[src/rtl/twc_pkg.sv]
// Shared types and constants for the textured wall column renderer.
// No dependencies; every other file in rtl except twc_div imports this package.
package twc_pkg;

    // Request function codes
    localparam logic FUNC_START = 1'b0;
    localparam logic FUNC_PIXEL = 1'b1;

    // Pixel region codes
    localparam logic [1:0] RGN_CEILING = 2'd0;
    localparam logic [1:0] RGN_WALL    = 2'd1;
    localparam logic [1:0] RGN_FLOOR   = 2'd2;

    // Wall texture codes
    localparam logic [1:0] TEX_EAST  = 2'd0;
    localparam logic [1:0] TEX_NORTH = 2'd1;
    localparam logic [1:0] TEX_WEST  = 2'd2;
    localparam logic [1:0] TEX_SOUTH = 2'd3;

    // Configuration register indexes (byte address 4*index)
    localparam logic [2:0] REG_SCREEN_HEIGHT = 3'd0;
    localparam logic [2:0] REG_TEXTURE_WIDTH = 3'd1;
    localparam logic [2:0] REG_TEX_H_LOG2    = 3'd2;
    localparam logic [2:0] REG_CEILING_COLOR = 3'd3;
    localparam logic [2:0] REG_FLOOR_COLOR   = 3'd4;

    // Configuration register set
    typedef struct packed {
        logic [11:0] screen_height;
        logic [10:0] texture_width;
        logic [3:0]  tex_h_log2;
        logic [23:0] ceiling_color;
        logic [23:0] floor_color;
    } t_cfg;

    // Controller to datapath commands
    typedef struct packed {
        logic load_col;
        logic hit_mul;
        logic frac_add;
        logic tex_mul;
        logic tex_mirror;
        logic pos_mul;
        logic pixel;
    } t_cmd;

    // Datapath to controller status
    typedef struct packed {
        logic div_busy;
        logic col_active;
    } t_status;

endpackage

[src/rtl/textured_wall_column_renderer_unit.sv]
// Textured wall column renderer: a column-start request is held in setup
// until the bit-serial step divider, which runs beside the hit point
// multiplies, is done; no request is taken meanwhile. Pixel requests then
// stream at one per cycle while the result side is not stalled, through a
// single output register, and a pixel request with no column loaded is
// taken without a result. Configuration sits behind an APB port, one 32-bit
// register every 4 bytes.
// Depends on twc_pkg, twc_ctrl, twc_datapath and twc_div.
module textured_wall_column_renderer_unit #(
    parameter int FRAC_BITS       = 16,
    parameter int MAX_TEX_SIZE    = 1024,
    parameter int MAX_SCREEN_ROWS = 2048
) (
    input  logic                i_clk,
    input  logic                i_rst_n,
    // APB configuration port
    input  logic                psel,
    input  logic                penable,
    input  logic                pwrite,
    input  logic [4:0]          paddr,
    input  logic [31:0]         pwdata,
    output logic [31:0]         prdata,
    output logic                pready,
    // Request channel
    input  logic                i_in_valid,
    output logic                o_in_ready,
    input  logic                i_func,
    input  logic [11:0]         i_column,
    input  logic                i_side,
    input  logic signed [31:0]  i_ray_dir_x,
    input  logic signed [31:0]  i_ray_dir_y,
    input  logic [31:0]         i_pos_x,
    input  logic [31:0]         i_pos_y,
    input  logic [31:0]         i_wall_dist,
    input  logic [15:0]         i_line_height,
    input  logic [10:0]         i_draw_start,
    input  logic [11:0]         i_draw_end,
    // Result channel
    output logic                o_out_valid,
    input  logic                i_out_ready,
    output logic [11:0]         o_out_column,
    output logic [10:0]         o_row,
    output logic [1:0]          o_region,
    output logic [1:0]          o_texture_select,
    output logic [9:0]          o_tex_x,
    output logic [9:0]          o_tex_y,
    output logic [23:0]         o_color,
    output logic                o_last
);
    import twc_pkg::*;

    t_cfg       r_cfg;
    t_cmd       w_cmd;
    t_status    w_status;
    logic [2:0] w_index;
    logic       w_wr;

    assign pready  = 1'b1;
    assign w_index = paddr[4:2];
    assign w_wr    = psel && penable && pwrite && pready;

    // Configuration register writes
    always_ff @(posedge i_clk) begin
        if (!i_rst_n) begin
            r_cfg.screen_height <= 12'd480;
            r_cfg.texture_width <= 11'd64;
            r_cfg.tex_h_log2    <= 4'd6;
            r_cfg.ceiling_color <= 24'd0;
            r_cfg.floor_color   <= 24'd0;
        end else if (w_wr) begin
            unique case (w_index)
                REG_SCREEN_HEIGHT: r_cfg.screen_height <= pwdata[11:0];
                REG_TEXTURE_WIDTH: r_cfg.texture_width <= pwdata[10:0];
                REG_TEX_H_LOG2:    r_cfg.tex_h_log2    <= pwdata[3:0];
                REG_CEILING_COLOR: r_cfg.ceiling_color <= pwdata[23:0];
                REG_FLOOR_COLOR:   r_cfg.floor_color   <= pwdata[23:0];
                default: ;
            endcase
        end
    end

    // Configuration register reads
    always_comb begin
        unique case (w_index)
            REG_SCREEN_HEIGHT: prdata = 32'(r_cfg.screen_height);
            REG_TEXTURE_WIDTH: prdata = 32'(r_cfg.texture_width);
            REG_TEX_H_LOG2:    prdata = 32'(r_cfg.tex_h_log2);
            REG_CEILING_COLOR: prdata = 32'(r_cfg.ceiling_color);
            REG_FLOOR_COLOR:   prdata = 32'(r_cfg.floor_color);
            default:           prdata = '0;
        endcase
    end

    twc_ctrl u_ctrl (
        .i_clk       (i_clk),
        .i_rst_n     (i_rst_n),
        .i_in_valid  (i_in_valid),
        .i_func      (i_func),
        .o_in_ready  (o_in_ready),
        .o_out_valid (o_out_valid),
        .i_out_ready (i_out_ready),
        .i_status    (w_status),
        .o_cmd       (w_cmd)
    );

    twc_datapath #(
        .FRAC_BITS       (FRAC_BITS),
        .MAX_TEX_SIZE    (MAX_TEX_SIZE),
        .MAX_SCREEN_ROWS (MAX_SCREEN_ROWS)
    ) u_datapath (
        .i_clk            (i_clk),
        .i_rst_n          (i_rst_n),
        .i_cfg            (r_cfg),
        .i_cmd            (w_cmd),
        .o_status         (w_status),
        .i_column         (i_column),
        .i_side           (i_side),
        .i_ray_dir_x      (i_ray_dir_x),
        .i_ray_dir_y      (i_ray_dir_y),
        .i_pos_x          (i_pos_x),
        .i_pos_y          (i_pos_y),
        .i_wall_dist      (i_wall_dist),
        .i_line_height    (i_line_height),
        .i_draw_start     (i_draw_start),
        .i_draw_end       (i_draw_end),
        .o_out_column     (o_out_column),
        .o_row            (o_row),
        .o_region         (o_region),
        .o_texture_select (o_texture_select),
        .o_tex_x          (o_tex_x),
        .o_tex_y          (o_tex_y),
        .o_color          (o_color),
        .o_last           (o_last)
    );

endmodule

[src/rtl/twc_div.sv]
// Radix-2 restoring divider, one quotient bit per cycle.
// Standalone; no package or submodule dependencies.
module twc_div #(
    parameter int NUM_W = 27,
    parameter int DEN_W = 16
) (
    input  logic             i_clk,
    input  logic             i_rst_n,
    input  logic             i_start,
    input  logic [NUM_W-1:0] i_num,
    input  logic [DEN_W-1:0] i_den,
    output logic             o_busy,
    output logic [NUM_W-1:0] o_quo
);
    localparam int CNT_W = $clog2(NUM_W + 1);

    logic             r_busy;
    logic [CNT_W-1:0] r_cnt;
    logic [NUM_W-1:0] r_num;
    logic [NUM_W-1:0] r_quo;
    logic [DEN_W-1:0] r_den;
    logic [DEN_W-1:0] r_rem;
    logic [DEN_W:0]   w_rem_sh;
    logic             w_qbit;
    logic [DEN_W-1:0] n_rem;

    // Shift in the next dividend bit and trial-subtract
    always_comb begin
        w_rem_sh = {r_rem, r_num[NUM_W-1]};
        w_qbit   = (w_rem_sh >= {1'b0, r_den});
        n_rem    = w_qbit ? DEN_W'(w_rem_sh - {1'b0, r_den}) : w_rem_sh[DEN_W-1:0];
    end

    // Iterate one bit per cycle
    always_ff @(posedge i_clk) begin
        if (!i_rst_n) begin
            r_busy <= 1'b0;
            r_cnt  <= '0;
        end else if (i_start) begin
            r_busy <= 1'b1;
            r_cnt  <= CNT_W'(NUM_W);
        end else if (r_busy) begin
            r_cnt <= r_cnt - CNT_W'(1);
            if (r_cnt == CNT_W'(1)) begin
                r_busy <= 1'b0;
            end
        end
    end

    always_ff @(posedge i_clk) begin
        if (i_start) begin
            r_num <= i_num;
            r_den <= i_den;
            r_rem <= '0;
            r_quo <= '0;
        end else if (r_busy) begin
            r_num <= {r_num[NUM_W-2:0], 1'b0};
            r_rem <= n_rem;
            r_quo <= {r_quo[NUM_W-2:0], w_qbit};
        end
    end

    assign o_busy = r_busy;
    assign o_quo  = r_quo;

    a_start_busy: assert property (@(posedge i_clk) disable iff (!i_rst_n)
        i_start |=> r_busy && (r_cnt == CNT_W'(NUM_W)))
        else $error("divider did not start");

endmodule

[src/rtl/twc_datapath.sv]
// Datapath of the wall column renderer: column setup arithmetic, texture
// walk and pixel result registers. Depends on twc_pkg and twc_div.
module twc_datapath #(
    parameter int FRAC_BITS       = 16,
    parameter int MAX_TEX_SIZE    = 1024,
    parameter int MAX_SCREEN_ROWS = 2048
) (
    input  logic                 i_clk,
    input  logic                 i_rst_n,
    input  twc_pkg::t_cfg        i_cfg,
    input  twc_pkg::t_cmd        i_cmd,
    output twc_pkg::t_status     o_status,
    input  logic [11:0]          i_column,
    input  logic                 i_side,
    input  logic signed [31:0]   i_ray_dir_x,
    input  logic signed [31:0]   i_ray_dir_y,
    input  logic [31:0]          i_pos_x,
    input  logic [31:0]          i_pos_y,
    input  logic [31:0]          i_wall_dist,
    input  logic [15:0]          i_line_height,
    input  logic [10:0]          i_draw_start,
    input  logic [11:0]          i_draw_end,
    output logic [11:0]          o_out_column,
    output logic [10:0]          o_row,
    output logic [1:0]           o_region,
    output logic [1:0]           o_texture_select,
    output logic [9:0]           o_tex_x,
    output logic [9:0]           o_tex_y,
    output logic [23:0]          o_color,
    output logic                 o_last
);
    import twc_pkg::*;

    localparam int TEX_LOG_MAX = $clog2(MAX_TEX_SIZE + 1) - 1;
    localparam int NUM_W       = FRAC_BITS + TEX_LOG_MAX + 1;
    localparam int WIDE_W      = (NUM_W > 32) ? NUM_W : 33;
    localparam int ROW_W       = $clog2(MAX_SCREEN_ROWS);
    localparam int H_W         = $clog2(MAX_SCREEN_ROWS + 1);
    localparam int CMP_W       = ((H_W > 12) ? H_W : 12) + 1;
    localparam int D_W         = 18;
    localparam int TXP_W       = FRAC_BITS + 11;

    // Column state
    logic [11:0]          r_column;
    logic [10:0]          r_span_start;
    logic [11:0]          r_span_end;
    logic [1:0]           r_texture;
    logic                 r_mirror;
    logic [31:0]          r_dir;
    logic [31:0]          r_dist;
    logic [FRAC_BITS-1:0] r_pos_frac;
    logic [FRAC_BITS-1:0] r_mid;
    logic [FRAC_BITS-1:0] r_frac;
    logic [10:0]          r_tx_raw;
    logic [9:0]           r_tex_x;
    logic                 r_lh_zero;
    logic [D_W-1:0]       r_d;
    logic [31:0]          r_step;
    logic [31:0]          r_texpos;
    logic [ROW_W-1:0]     r_row;
    logic                 r_active;

    logic [H_W-1:0]       w_h;
    logic [12:0]          w_sh_ext;
    logic [3:0]           w_th_log;
    logic [NUM_W-1:0]     w_num;
    logic                 w_div_busy;
    logic [NUM_W-1:0]     w_quo;
    logic [WIDE_W-1:0]    w_quo_wide;
    logic [31:0]          w_step;
    logic [31:0]          w_d32;
    logic [31:0]          w_pos;
    logic signed [64:0]   w_prod;
    logic [TXP_W-1:0]     w_txp;
    logic [10:0]          w_mirror;
    logic                 w_dx_neg;
    logic                 w_dy_pos;
    logic signed [31:0]   w_shift;
    logic [31:0]          w_mask;
    logic [CMP_W-1:0]     w_row_c;
    logic                 w_last;

    // Effective screen height and texture height exponent
    always_comb begin
        w_sh_ext = {1'b0, i_cfg.screen_height};
        if (w_sh_ext == 13'd0) begin
            w_h = H_W'(1);
        end else if (w_sh_ext > 13'(MAX_SCREEN_ROWS)) begin
            w_h = H_W'(MAX_SCREEN_ROWS);
        end else begin
            w_h = H_W'(w_sh_ext);
        end
        w_th_log = (i_cfg.tex_h_log2 > 4'(TEX_LOG_MAX)) ? 4'(TEX_LOG_MAX) : i_cfg.tex_h_log2;
        w_num    = NUM_W'(1) << (6'(w_th_log) + 6'(FRAC_BITS));
    end

    // Texture step: texture height in Q format over line height
    twc_div #(
        .NUM_W (NUM_W),
        .DEN_W (16)
    ) u_div (
        .i_clk   (i_clk),
        .i_rst_n (i_rst_n),
        .i_start (i_cmd.load_col),
        .i_num   (w_num),
        .i_den   (i_line_height),
        .o_busy  (w_div_busy),
        .o_quo   (w_quo)
    );

    // Saturate the step to 32 bits; zero line height saturates too
    always_comb begin
        w_quo_wide = WIDE_W'(w_quo);
        if (r_lh_zero || (|w_quo_wide[WIDE_W-1:32])) begin
            w_step = 32'hFFFF_FFFF;
        end else begin
            w_step = w_quo_wide[31:0];
        end
        w_d32 = {{(32 - D_W){r_d[D_W-1]}}, r_d};
        w_pos = w_d32 * w_step;
    end

    // Hit point arithmetic; signed product so the shift floors negative offsets
    always_comb begin
        w_dx_neg = i_ray_dir_x[31];
        w_dy_pos = !i_ray_dir_y[31] && (i_ray_dir_y != 32'sd0);
        w_prod   = $signed({r_dir[31], r_dir}) * $signed({1'b0, r_dist});
        w_txp    = TXP_W'(r_frac) * TXP_W'(i_cfg.texture_width);
        w_mirror = i_cfg.texture_width - 11'd1 - r_tx_raw;
    end

    // Pixel region, texel row and bottom row flag
    always_comb begin
        w_shift = $signed(r_texpos) >>> FRAC_BITS;
        w_mask  = 32'((33'd1 << w_th_log) - 33'd1);
        w_row_c = CMP_W'(r_row);
        w_last  = (w_row_c + CMP_W'(1)) >= CMP_W'(w_h);
    end

    // Control state: column loaded and row counter
    always_ff @(posedge i_clk) begin
        if (!i_rst_n) begin
            r_active <= 1'b0;
            r_row    <= '0;
        end else if (i_cmd.load_col) begin
            r_active <= 1'b0;
            r_row    <= '0;
        end else if (i_cmd.pos_mul) begin
            r_active <= 1'b1;
            r_row    <= '0;
        end else if (i_cmd.pixel) begin
            if (w_last) begin
                r_active <= 1'b0;
                r_row    <= '0;
            end else begin
                r_row <= r_row + ROW_W'(1);
            end
        end
    end

    // Column setup sequence
    always_ff @(posedge i_clk) begin
        if (i_cmd.load_col) begin
            r_column     <= i_column;
            r_span_start <= i_draw_start;
            r_span_end   <= i_draw_end;
            r_dist       <= i_wall_dist;
            r_lh_zero    <= (i_line_height == 16'd0);
            r_d          <= D_W'(i_draw_start) + D_W'(i_line_height >> 1) - D_W'(w_h >> 1);
            if (i_side == 1'b0) begin
                r_texture  <= w_dx_neg ? TEX_WEST : TEX_EAST;
                r_mirror   <= w_dx_neg;
                r_dir      <= i_ray_dir_y;
                r_pos_frac <= i_pos_y[FRAC_BITS-1:0];
            end else begin
                r_texture  <= w_dy_pos ? TEX_SOUTH : TEX_NORTH;
                r_mirror   <= w_dy_pos;
                r_dir      <= i_ray_dir_x;
                r_pos_frac <= i_pos_x[FRAC_BITS-1:0];
            end
        end
        if (i_cmd.hit_mul) begin
            r_mid <= w_prod[2*FRAC_BITS-1:FRAC_BITS];
        end
        if (i_cmd.frac_add) begin
            r_frac <= r_mid + r_pos_frac;
        end
        if (i_cmd.tex_mul) begin
            r_tx_raw <= w_txp[TXP_W-1:FRAC_BITS];
        end
        if (i_cmd.tex_mirror) begin
            r_tex_x <= r_mirror ? w_mirror[9:0] : r_tx_raw[9:0];
        end
        if (i_cmd.pos_mul) begin
            r_step   <= w_step;
            r_texpos <= w_pos;
        end else if (i_cmd.pixel && (w_row_c >= CMP_W'(r_span_start))
                     && (w_row_c < CMP_W'(r_span_end))) begin
            r_texpos <= r_texpos + r_step;
        end
    end

    // Pixel result registers
    always_ff @(posedge i_clk) begin
        if (i_cmd.pixel) begin
            o_out_column     <= r_column;
            o_row            <= 11'(r_row);
            o_texture_select <= r_texture;
            o_last           <= w_last;
            if (w_row_c < CMP_W'(r_span_start)) begin
                o_region <= RGN_CEILING;
                o_tex_x  <= '0;
                o_tex_y  <= '0;
                o_color  <= i_cfg.ceiling_color;
            end else if (w_row_c < CMP_W'(r_span_end)) begin
                o_region <= RGN_WALL;
                o_tex_x  <= r_tex_x;
                o_tex_y  <= 10'(w_shift & w_mask);
                o_color  <= '0;
            end else begin
                o_region <= RGN_FLOOR;
                o_tex_x  <= '0;
                o_tex_y  <= '0;
                o_color  <= i_cfg.floor_color;
            end
        end
    end

    assign o_status.div_busy   = w_div_busy;
    assign o_status.col_active = r_active;

    a_last_unloads: assert property (@(posedge i_clk) disable iff (!i_rst_n)
        (i_cmd.pixel && w_last) |=> !r_active && (r_row == '0))
        else $error("column still loaded after bottom row");

    a_setup_loads: assert property (@(posedge i_clk) disable iff (!i_rst_n)
        i_cmd.pos_mul |=> r_active && (r_row == '0) && (r_step == $past(w_step)))
        else $error("column setup did not load the walk");

endmodule

[src/rtl/twc_ctrl.sv]
// Controller of the wall column renderer: request handshake, column setup
// sequence and result valid flag. Depends on twc_pkg.
module twc_ctrl (
    input  logic              i_clk,
    input  logic              i_rst_n,
    input  logic              i_in_valid,
    input  logic              i_func,
    output logic              o_in_ready,
    output logic              o_out_valid,
    input  logic              i_out_ready,
    input  twc_pkg::t_status  i_status,
    output twc_pkg::t_cmd     o_cmd
);
    import twc_pkg::*;

    typedef enum logic [2:0] {
        S_IDLE,
        S_HIT,
        S_FRAC,
        S_TEX,
        S_MIRROR,
        S_WAIT,
        S_POS
    } t_state;

    t_state r_state;
    t_state n_state;
    logic   r_out_valid;
    logic   n_out_valid;
    logic   w_accept;

    // Decode commands and next state
    always_comb begin
        o_in_ready = (r_state == S_IDLE) && (!r_out_valid || i_out_ready);
        w_accept   = i_in_valid && o_in_ready;

        o_cmd            = '0;
        o_cmd.load_col   = w_accept && (i_func == FUNC_START);
        o_cmd.pixel      = w_accept && (i_func == FUNC_PIXEL) && i_status.col_active;
        o_cmd.hit_mul    = (r_state == S_HIT);
        o_cmd.frac_add   = (r_state == S_FRAC);
        o_cmd.tex_mul    = (r_state == S_TEX);
        o_cmd.tex_mirror = (r_state == S_MIRROR);
        o_cmd.pos_mul    = (r_state == S_POS);

        n_state = r_state;
        unique case (r_state)
            S_IDLE: begin
                if (o_cmd.load_col) begin
                    n_state = S_HIT;
                end
            end
            S_HIT:    n_state = S_FRAC;
            S_FRAC:   n_state = S_TEX;
            S_TEX:    n_state = S_MIRROR;
            S_MIRROR: n_state = S_WAIT;
            S_WAIT: begin
                if (!i_status.div_busy) begin
                    n_state = S_POS;
                end
            end
            S_POS:    n_state = S_IDLE;
            default:  n_state = S_IDLE;
        endcase

        // Hold a result until taken; set on each emitted pixel
        if (o_cmd.pixel) begin
            n_out_valid = 1'b1;
        end else if (i_out_ready) begin
            n_out_valid = 1'b0;
        end else begin
            n_out_valid = r_out_valid;
        end
    end

    always_ff @(posedge i_clk) begin
        if (!i_rst_n) begin
            r_state     <= S_IDLE;
            r_out_valid <= 1'b0;
        end else begin
            r_state     <= n_state;
            r_out_valid <= n_out_valid;
        end
    end

    assign o_out_valid = r_out_valid;

    a_pos_after_div: assert property (@(posedge i_clk) disable iff (!i_rst_n)
        (r_state == S_POS) |-> !i_status.div_busy)
        else $error("step used before divider finished");

    a_load_blocks: assert property (@(posedge i_clk) disable iff (!i_rst_n)
        o_cmd.load_col |=> (r_state == S_HIT) && !o_in_ready)
        else $error("column setup did not block requests");

    a_no_overwrite: assert property (@(posedge i_clk) disable iff (!i_rst_n)
        (r_out_valid && !i_out_ready) |-> !o_cmd.pixel)
        else $error("pending result overwritten");

endmodule

[config.mk]
export PLATFORM = sky130hd
export DESIGN_NAME = textured_wall_column_renderer_unit
export DESIGN_NICKNAME = d
export VERILOG_FILES = /design/src/rtl/twc_pkg.sv /design/src/rtl/textured_wall_column_renderer_unit.sv /design/src/rtl/twc_div.sv /design/src/rtl/twc_datapath.sv /design/src/rtl/twc_ctrl.sv
export SDC_FILE = /design/constraint.sdc
export NUM_CORES = 2
export LEC_CHECK = 0
export BUFFER_PORTS_ARGS = -buffer_cell sky130_fd_sc_hd__buf_2
export CAP_MARGIN = 30
export CELL_PAD_IN_SITES_DETAIL_PLACEMENT = 0
export CELL_PAD_IN_SITES_GLOBAL_PLACEMENT = 2
export CORE_MARGIN = 2
export CORE_UTILIZATION = 44
export DETAILED_ROUTE_END_ITERATION = 8
export GPL_TIMING_DRIVEN = 0
export PLACE_DENSITY_LB_ADDON = 0.3
export SYNTH_ARGS = -nofsm -noshare
export SYNTH_HDL_FRONTEND = slang
export SYNTH_SLANG_ARGS = --single-unit
export TNS_END_PERCENT = 10
[constraint.sdc]
create_clock -name i_clk -period 11.9 [get_ports i_clk]
set_input_delay 0.595 -clock i_clk [delete_from_list [all_inputs] [get_ports i_clk]]
set_output_delay 0.595 -clock i_clk [all_outputs]
set_load 0.1 [all_outputs]
* Word level (Yosys, flattened, before mapping)
Index checks and enable logic that the tools add are counted.
Word-level totals: register bits 508, bits in latches 0, RAM bits 0, ROM bits 0, bits of input ports 257, output and inout port bits 107, word-level logic and storage cells 148, memories kept 0
Operators by class: $add $sub $neg 12, multipliers 3, divide/modulo/power cells 0, $lt $le $gt $ge 7, eq/ne operators 13, shift-type cells 2, muxes and demuxes 34, bitwise operators 4, reduce and logical (&&, ||, !) cells 33
Operators with widths (number):
- 32-bit 2-to-1 mux | 4
- 24-bit case mux with 5 select lines | 1
- 27-bit 2-to-1 mux | 2
- 24-bit 2-to-1 mux | 2
- 32-bit by 33-bit multiplier with 32-bit output | 1
- 32-bit adder | 1
- 18-bit by 32-bit multiplier with 32-bit output | 1
- 16-bit 2-to-1 mux | 2
- 32-bit nonzero test | 1
- 1-bit by 6-bit left shift with 27-bit output (first input constant) | 1
- 16-bit by 11-bit multiplier with 26-bit output | 1
- 12-bit 2-to-1 mux | 2
- 10-bit by 1-bit subtractor with 10-bit output (second input constant) | 2
- 3-bit case mux with 6 select lines | 1
- 18-bit by 11-bit subtractor with 18-bit output | 1
- 17-bit by 16-bit >= comparator with 1-bit output | 1
- 11-bit by 15-bit adder with 16-bit output | 1
- 16-bit adder | 1
- 16-bit zero test | 1
- 16-bit subtractor | 1
- 2-bit AND reduction | 7
- 13-bit by 12-bit >= comparator with 1-bit output | 1
- 11-bit by 1-bit adder with 12-bit output (second input constant) | 1
- 3-bit by 2-bit == test with 1-bit output (second input constant) | 4
- other kinds (32) | 67

* Longest topological paths before layout
depth after elaboration 10, depth in mapped cells 29, gate-level depth less buffers 26

* Hierarchy
A second synthesis with hierarchy kept.
Second synthesis, totals: cell total of the unflattened synthesis 5479, area total of the unflattened synthesis 54364.6 um^2
By module, submodules not included:
- twc_datapath | instances 1, cells each 4657, area each 45939.1 um^2, sequential area each 9579.2 um^2
- twc_div | instances 1, cells each 424, area each 4680.7 um^2, sequential area each 2272.2 um^2
- textured_wall_column_renderer_unit | instances 1, cells each 364, area each 3444.6 um^2, sequential area each 1501.4 um^2
- twc_ctrl | instances 1, cells each 34, area each 300.3 um^2, sequential area each 80.1 um^2

* Least setup slack after synthesis
OpenSTA, ideal clock, no wires.
kind reg-to-reg, start register u_ctrl.r_out_valid (netlist: u_ctrl.o_out_valid), end register u_datapath.r_column[0], enable pin, setup time 0.576 ns, arrival 9.001 ns, required time 11.324 ns, slack 2.323 ns, cell stages (with the launch flop) 8, path buffers 2, clock period less this slack 9.577 ns, path through dfxtp_1 nor2b_1 nor4_1 nand2_1 or2_2 clkbuf_1 clkinv_1 clkbuf_1
RTL lines:
- start, declared | RTL line twc_ctrl.sv:28 | logic r_out_valid;
- start signal, assigned | RTL line twc_ctrl.sv:82 | r_out_valid <= n_out_valid;
- end signal, assigned | RTL line twc_datapath.sv:164 | r_column <= i_column;
- end, declared | RTL line twc_datapath.sv:44 | logic [11:0] r_column;

* Worst setup path after layout
start register u_datapath.r_lh_zero, end register u_datapath.r_texpos[25], data pin
Between the ends: word-level cells in the longest chain between the ends 3
RTL lines:
- start, declared | RTL line twc_datapath.sv:56 | logic r_lh_zero;
- start signal, assigned | RTL line twc_datapath.sv:168 | r_lh_zero <= (i_line_height == 16'd0);
- 32-bit 2-to-1 mux | RTL line twc_datapath.sv:114 | if (r_lh_zero || (|w_quo_wide[WIDE_W-1:32])) begin
- net u_datapath.w_step[7] | RTL line twc_datapath.sv:70 | logic [31:0] w_step;
- 18-bit by 32-bit multiplier with 32-bit output | RTL line twc_datapath.sv:120 | w_pos = w_d32 * w_step;
- 32-bit 2-to-1 mux | RTL line twc_datapath.sv:194 | if (i_cmd.pos_mul) begin
- end signal, assigned | RTL line twc_datapath.sv:196 | r_texpos <= w_pos;
- end signal, assigned | RTL line twc_datapath.sv:199 | r_texpos <= r_texpos + r_step;
- end, declared | RTL line twc_datapath.sv:59 | logic [31:0] r_texpos;
The timed path passes the listed nets, and every way through them passes these cells. A chain may end at the register's enable or synchronous reset.

==> out/results.txt <==
Dividing the synthesized area by the synthesized cell count gives 9.71 um^2. The H-tree was split into 2 levels. Launch point of the worst reg-to-reg path: u_datapath.r_lh_zero. The kind of path behind the tightest hold check was input port to flop. By area the synthesized netlist is led by sky130_fd_sc_hd__fa_1 (29%), sky130_fd_sc_hd__edfxtp_1 (19%), sky130_fd_sc_hd__ha_1 (9.7%).

Starting density of the core: 44.3%. Setup repair after global routing left no endpoint under its margin. Of the total synthesized cell area, the portion taken by XOR and XNOR cells is 3.54%.

In this run the critical register-to-register path is captured at u_datapath.r_texpos[25]. In the final routed layout, each cell accounts on average for 21.0 um. The clock net sink count was 478. Clock latency on the worst-skew pair: 0.69 ns. The tools report the pin count of the biggest net entering global routing as 72. The dominant cell type by area after synthesis was sky130_fd_sc_hd__fa_1. The slowest stage of the critical path is the sky130_fd_sc_hd__clkbuf_1 cell.

Clock-pin slew was measured on the worst setup and hold paths at 0.07 ns. The net count of the finished layout is 7306. STA classifies the critical path startpoint as a flop.

Once the clock tree was built, the resizer swapped 0 gates to a different size. In this design, the stage delay of the slowest critical-path cell is 0.72 ns. Simple-gate share of the synthesized area: 15.7%. Routability-driven placement finished with a final weighted congestion of 0.926. The maximum frequency from static timing analysis is 109 MHz, and the post-synthesis to final-layout area growth is 10.8%. The post-synthesis compound-gate area fraction is 6.80%. The fraction of layout cells with a size suffix above 1 was 9.30%. The wire length reported by the detailed router is 158000 um.

The top cell types in the final layout, fill and taps aside, are sky130_fd_sc_hd__inv_1 (918), sky130_fd_sc_hd__nand2_1 (841), sky130_fd_sc_hd__fa_1 (773). The library cell used most frequently in the layout, excluding fill and tap cells, is sky130_fd_sc_hd__inv_1. The tools report the buffer count from post-CTS setup fixing as 0. The worst max-slew margin expressed relative to the limit was 25.8%; the post-synthesis share of cell area spent on full adders, half adders and majority gates was 38.8%. During synthesis, Yosys emitted a total of 0 warnings. Counting flops and latches in the post-synthesis netlist gives 478. After global routing the overflow that remains totals 0.

The run finished with clean final reports. The clock period could shrink to 9.17 ns. In the routed design, unresolved DRC markers number 0. The synthesized design contains 339 enable-type register cells. The region available for standard cell placement spans 0.120 mm^2. The root buffer cell chosen for the clock tree is sky130_fd_sc_hd__clkbuf_16. The data required time of the worst path came out at 12.31 ns. In the synthesized netlist, mux cells make up 2.20% of the area.

For the worst setup path, the data arrival time is 9.58 ns. The number of global-route vias before repair is 39.9k, and the count of unique library cells instantiated by Yosys is 84. The tools report the number of max-capacitance violations reported as 0. Port buffering added 310 buffers. Setup violations remaining at the end of the flow were counted as 0. The final max-slew violation count is 0.

In this design, the largest share of critical-path delay is due to adder cells. The setup path with the least slack is of type flop to flop. Measured along the x axis, the die boundary spans 352 um. By area, the combinational part of the netlist is dominated by adder cells. By instance count, the cell type seen most on the critical path is sky130_fd_sc_hd__fa_1. Detailed placement ended at an HPWL of 131000 um.

In the synthesized netlist the dominant register cell turns out to be sky130_fd_sc_hd__edfxtp_1. The share of synthesized area in the top cell type comes to 29.1%. The number of standard-cell rows in the floorplan is 127, and the final sum of negative setup slack is 0 ns. 364 I/O pins were placed. For hold timing, the worst endpoint is u_datapath.r_span_start[0]. The run gives 26.1% as the combined global-route utilization of all metal layers. The setup check on the worst reg-to-reg path leaves a slack of 2.73 ns. The number of vias per cell was 5.14; the die outline area was 0.124 mm^2.

The worst setup path is captured at a flop. The antenna violation net count after detailed routing was 0; the sequential share of the synthesized area was 24.4%. The run gives 5478 as the gate count of the mapped netlist.

Of all nets on the critical path, the largest fanout is 10. The first global-routing pass estimated 242000 um of wire. The worst path uses 77.1% of the clock period. The transition at the pin with the smallest max-transition slack was 1.11 ns; the share of synthesized registers carrying an async set or reset was 0%. The number of detailed-route iterations in the first pass is 6, and the number of buffers inserted for hold repair after clock tree synthesis is 0. Start point of the worst min-delay path: i_draw_start[0]. TritonCTS built the clock tree. The number of hold violations in the final report is 0, and the cell area after technology mapping is 0.0532 mm^2. For the final database, setup skew stands at 0.0447 ns. The tools report the number of antenna violations at the first check in global routing as 29. Number of cells traversed by the worst hold path: 1. The floorplan step set the die height to 352 um. The number of buffers and inverters on the critical path is 10. The clock passes through at most 3 buffers. For the total CTS buffers, the log shows 56. The detailed router finished its first iteration with 2509 violations. The number of vias after detailed routing was 38.7k. Measured in cells, the most critical reg-to-reg path has a length of 27.
-- sequential cells by signal, indices dropped and copies added, names as in the netlist, 12 cells and up --
| name | cells |
|---|---|
| r_cfg | 75 |
| u_datapath.o_color | 24 |
| u_datapath.o_out_column | 12 |
| u_datapath.r_column | 12 |
| u_datapath.r_d | 18 |
| u_datapath.r_dir | 32 |
| u_datapath.r_dist | 32 |
| u_datapath.r_frac | 16 |
| u_datapath.r_mid | 16 |
| u_datapath.r_pos_frac | 16 |
| u_datapath.r_span_end | 12 |
| u_datapath.r_step | 26 |
| u_datapath.r_texpos | 26 |
| u_datapath.u_div.o_quo | 26 |
| u_datapath.u_div.r_den | 16 |
| u_datapath.u_div.r_rem | 16 |
-- logic make-up after synthesis --
logic type / Yosys count
AO/OA/AOI/OAI: 551
other: 2
multiplexers: 110
adder cells (fa/ha/maj): 1184
XOR/XNOR: 215
buffers and inverters: 1205
AND/OR/NAND/NOR: 1733
flip-flops: 478
-- layer usage --
metal | wire, um | vias to the layer above | track usage, %
met1 | 70100 | 19300 | 35.4
met5 | 237 | - | 0
met4 | 3520 | 36 | 5.87
met2 | 72700 | 1122 | 43.0
li1 | - | 18000 | -
met3 | 11700 | 201 | 5.41
-- how the worst max path moves through the flow --
stage,depth (start not counted),startpoint,slack [ns],endpoint
2_1_floorplan,7,u_ctrl.o_out_valid,2.32,u_datapath.r_column[0]
3_3_place_gp,8,i_out_ready,2.46,u_datapath.r_dir[0]
3_5_place_dp,24,u_datapath.r_lh_zero,2.74,u_datapath.r_texpos[25]
4_1_cts,24,u_datapath.r_lh_zero,2.77,u_datapath.r_texpos[25]
5_1_grt,24,u_datapath.r_lh_zero,2.27,u_datapath.r_texpos[25]
6_report,27,u_datapath.r_lh_zero,2.73,u_datapath.r_texpos[25]
-- synth_stat cells (7+ instances only) --
cell type,n
sky130_fd_sc_hd__nor3_1,28
sky130_fd_sc_hd__or2_2,42
sky130_fd_sc_hd__or3_1,12
sky130_fd_sc_hd__nand2b_1,21
sky130_fd_sc_hd__nand2_1,841
sky130_fd_sc_hd__o21ai_0,114
sky130_fd_sc_hd__inv_1,918
sky130_fd_sc_hd__o211ai_1,13
sky130_fd_sc_hd__xnor2_1,152
sky130_fd_sc_hd__mux2_2,54
sky130_fd_sc_hd__clkbuf_1,254
sky130_fd_sc_hd__a31oi_1,12
sky130_fd_sc_hd__ha_1,411
sky130_fd_sc_hd__edfxtp_1,339
sky130_fd_sc_hd__a21boi_0,67
sky130_fd_sc_hd__o21a_1,23
sky130_fd_sc_hd__nor4_1,17
sky130_fd_sc_hd__fa_1,773
sky130_fd_sc_hd__o21bai_1,13
sky130_fd_sc_hd__dfxtp_1,139
sky130_fd_sc_hd__mux2i_1,56
sky130_fd_sc_hd__a21o_1,51
sky130_fd_sc_hd__buf_1,9
sky130_fd_sc_hd__buf_2,7
sky130_fd_sc_hd__and3_1,23
sky130_fd_sc_hd__a211oi_1,16
sky130_fd_sc_hd__a21oi_1,145
sky130_fd_sc_hd__xor2_1,63
sky130_fd_sc_hd__buf_4,10
sky130_fd_sc_hd__nor2_1,155
sky130_fd_sc_hd__nand4_1,15
sky130_fd_sc_hd__o31ai_1,12
sky130_fd_sc_hd__and4_1,7
sky130_fd_sc_hd__a22o_1,13
sky130_fd_sc_hd__a22oi_1,12
sky130_fd_sc_hd__and2_1,458
sky130_fd_sc_hd__nand3_1,43
sky130_fd_sc_hd__nand4b_1,7
sky130_fd_sc_hd__nor2b_1,42
-- through the flow --
stage | hold slack (ns) | worst slack [ns] | std cells | utilization [%] | cell area (um^2)
final | 0.109 | 2.73 | 7530 | 49.2 | 59000
after global routing | 0.0808 | 2.27 | 7527 | 49.1 | 59000
after CTS | 0.0571 | 2.77 | 7523 | 49.1 | 58900
after detailed placement | 0.406 | 2.74 | 7418 | 47.5 | 57000
after global placement | 0.402 | 2.46 | 7407 | 47.3 | 56800
after floorplan | 0.400 | 2.32 | 5485 | - | 53200
-- area by class of cell --
cell class	instances	area [um^2]
inverter	920	3450
timing repair buffer	322	1760
multi-input combinational	3802	35700
clock inverter	38	430
clock buffer	67	1500
tap	1612	2020
antenna	6	15.0
sequential	478	13000
fill	11500	61000
buffer	285	1150
Power is left out: the tool's default activity adds up to more than one toggle a clock period on the data nets, which glitch-free logic cannot reach.
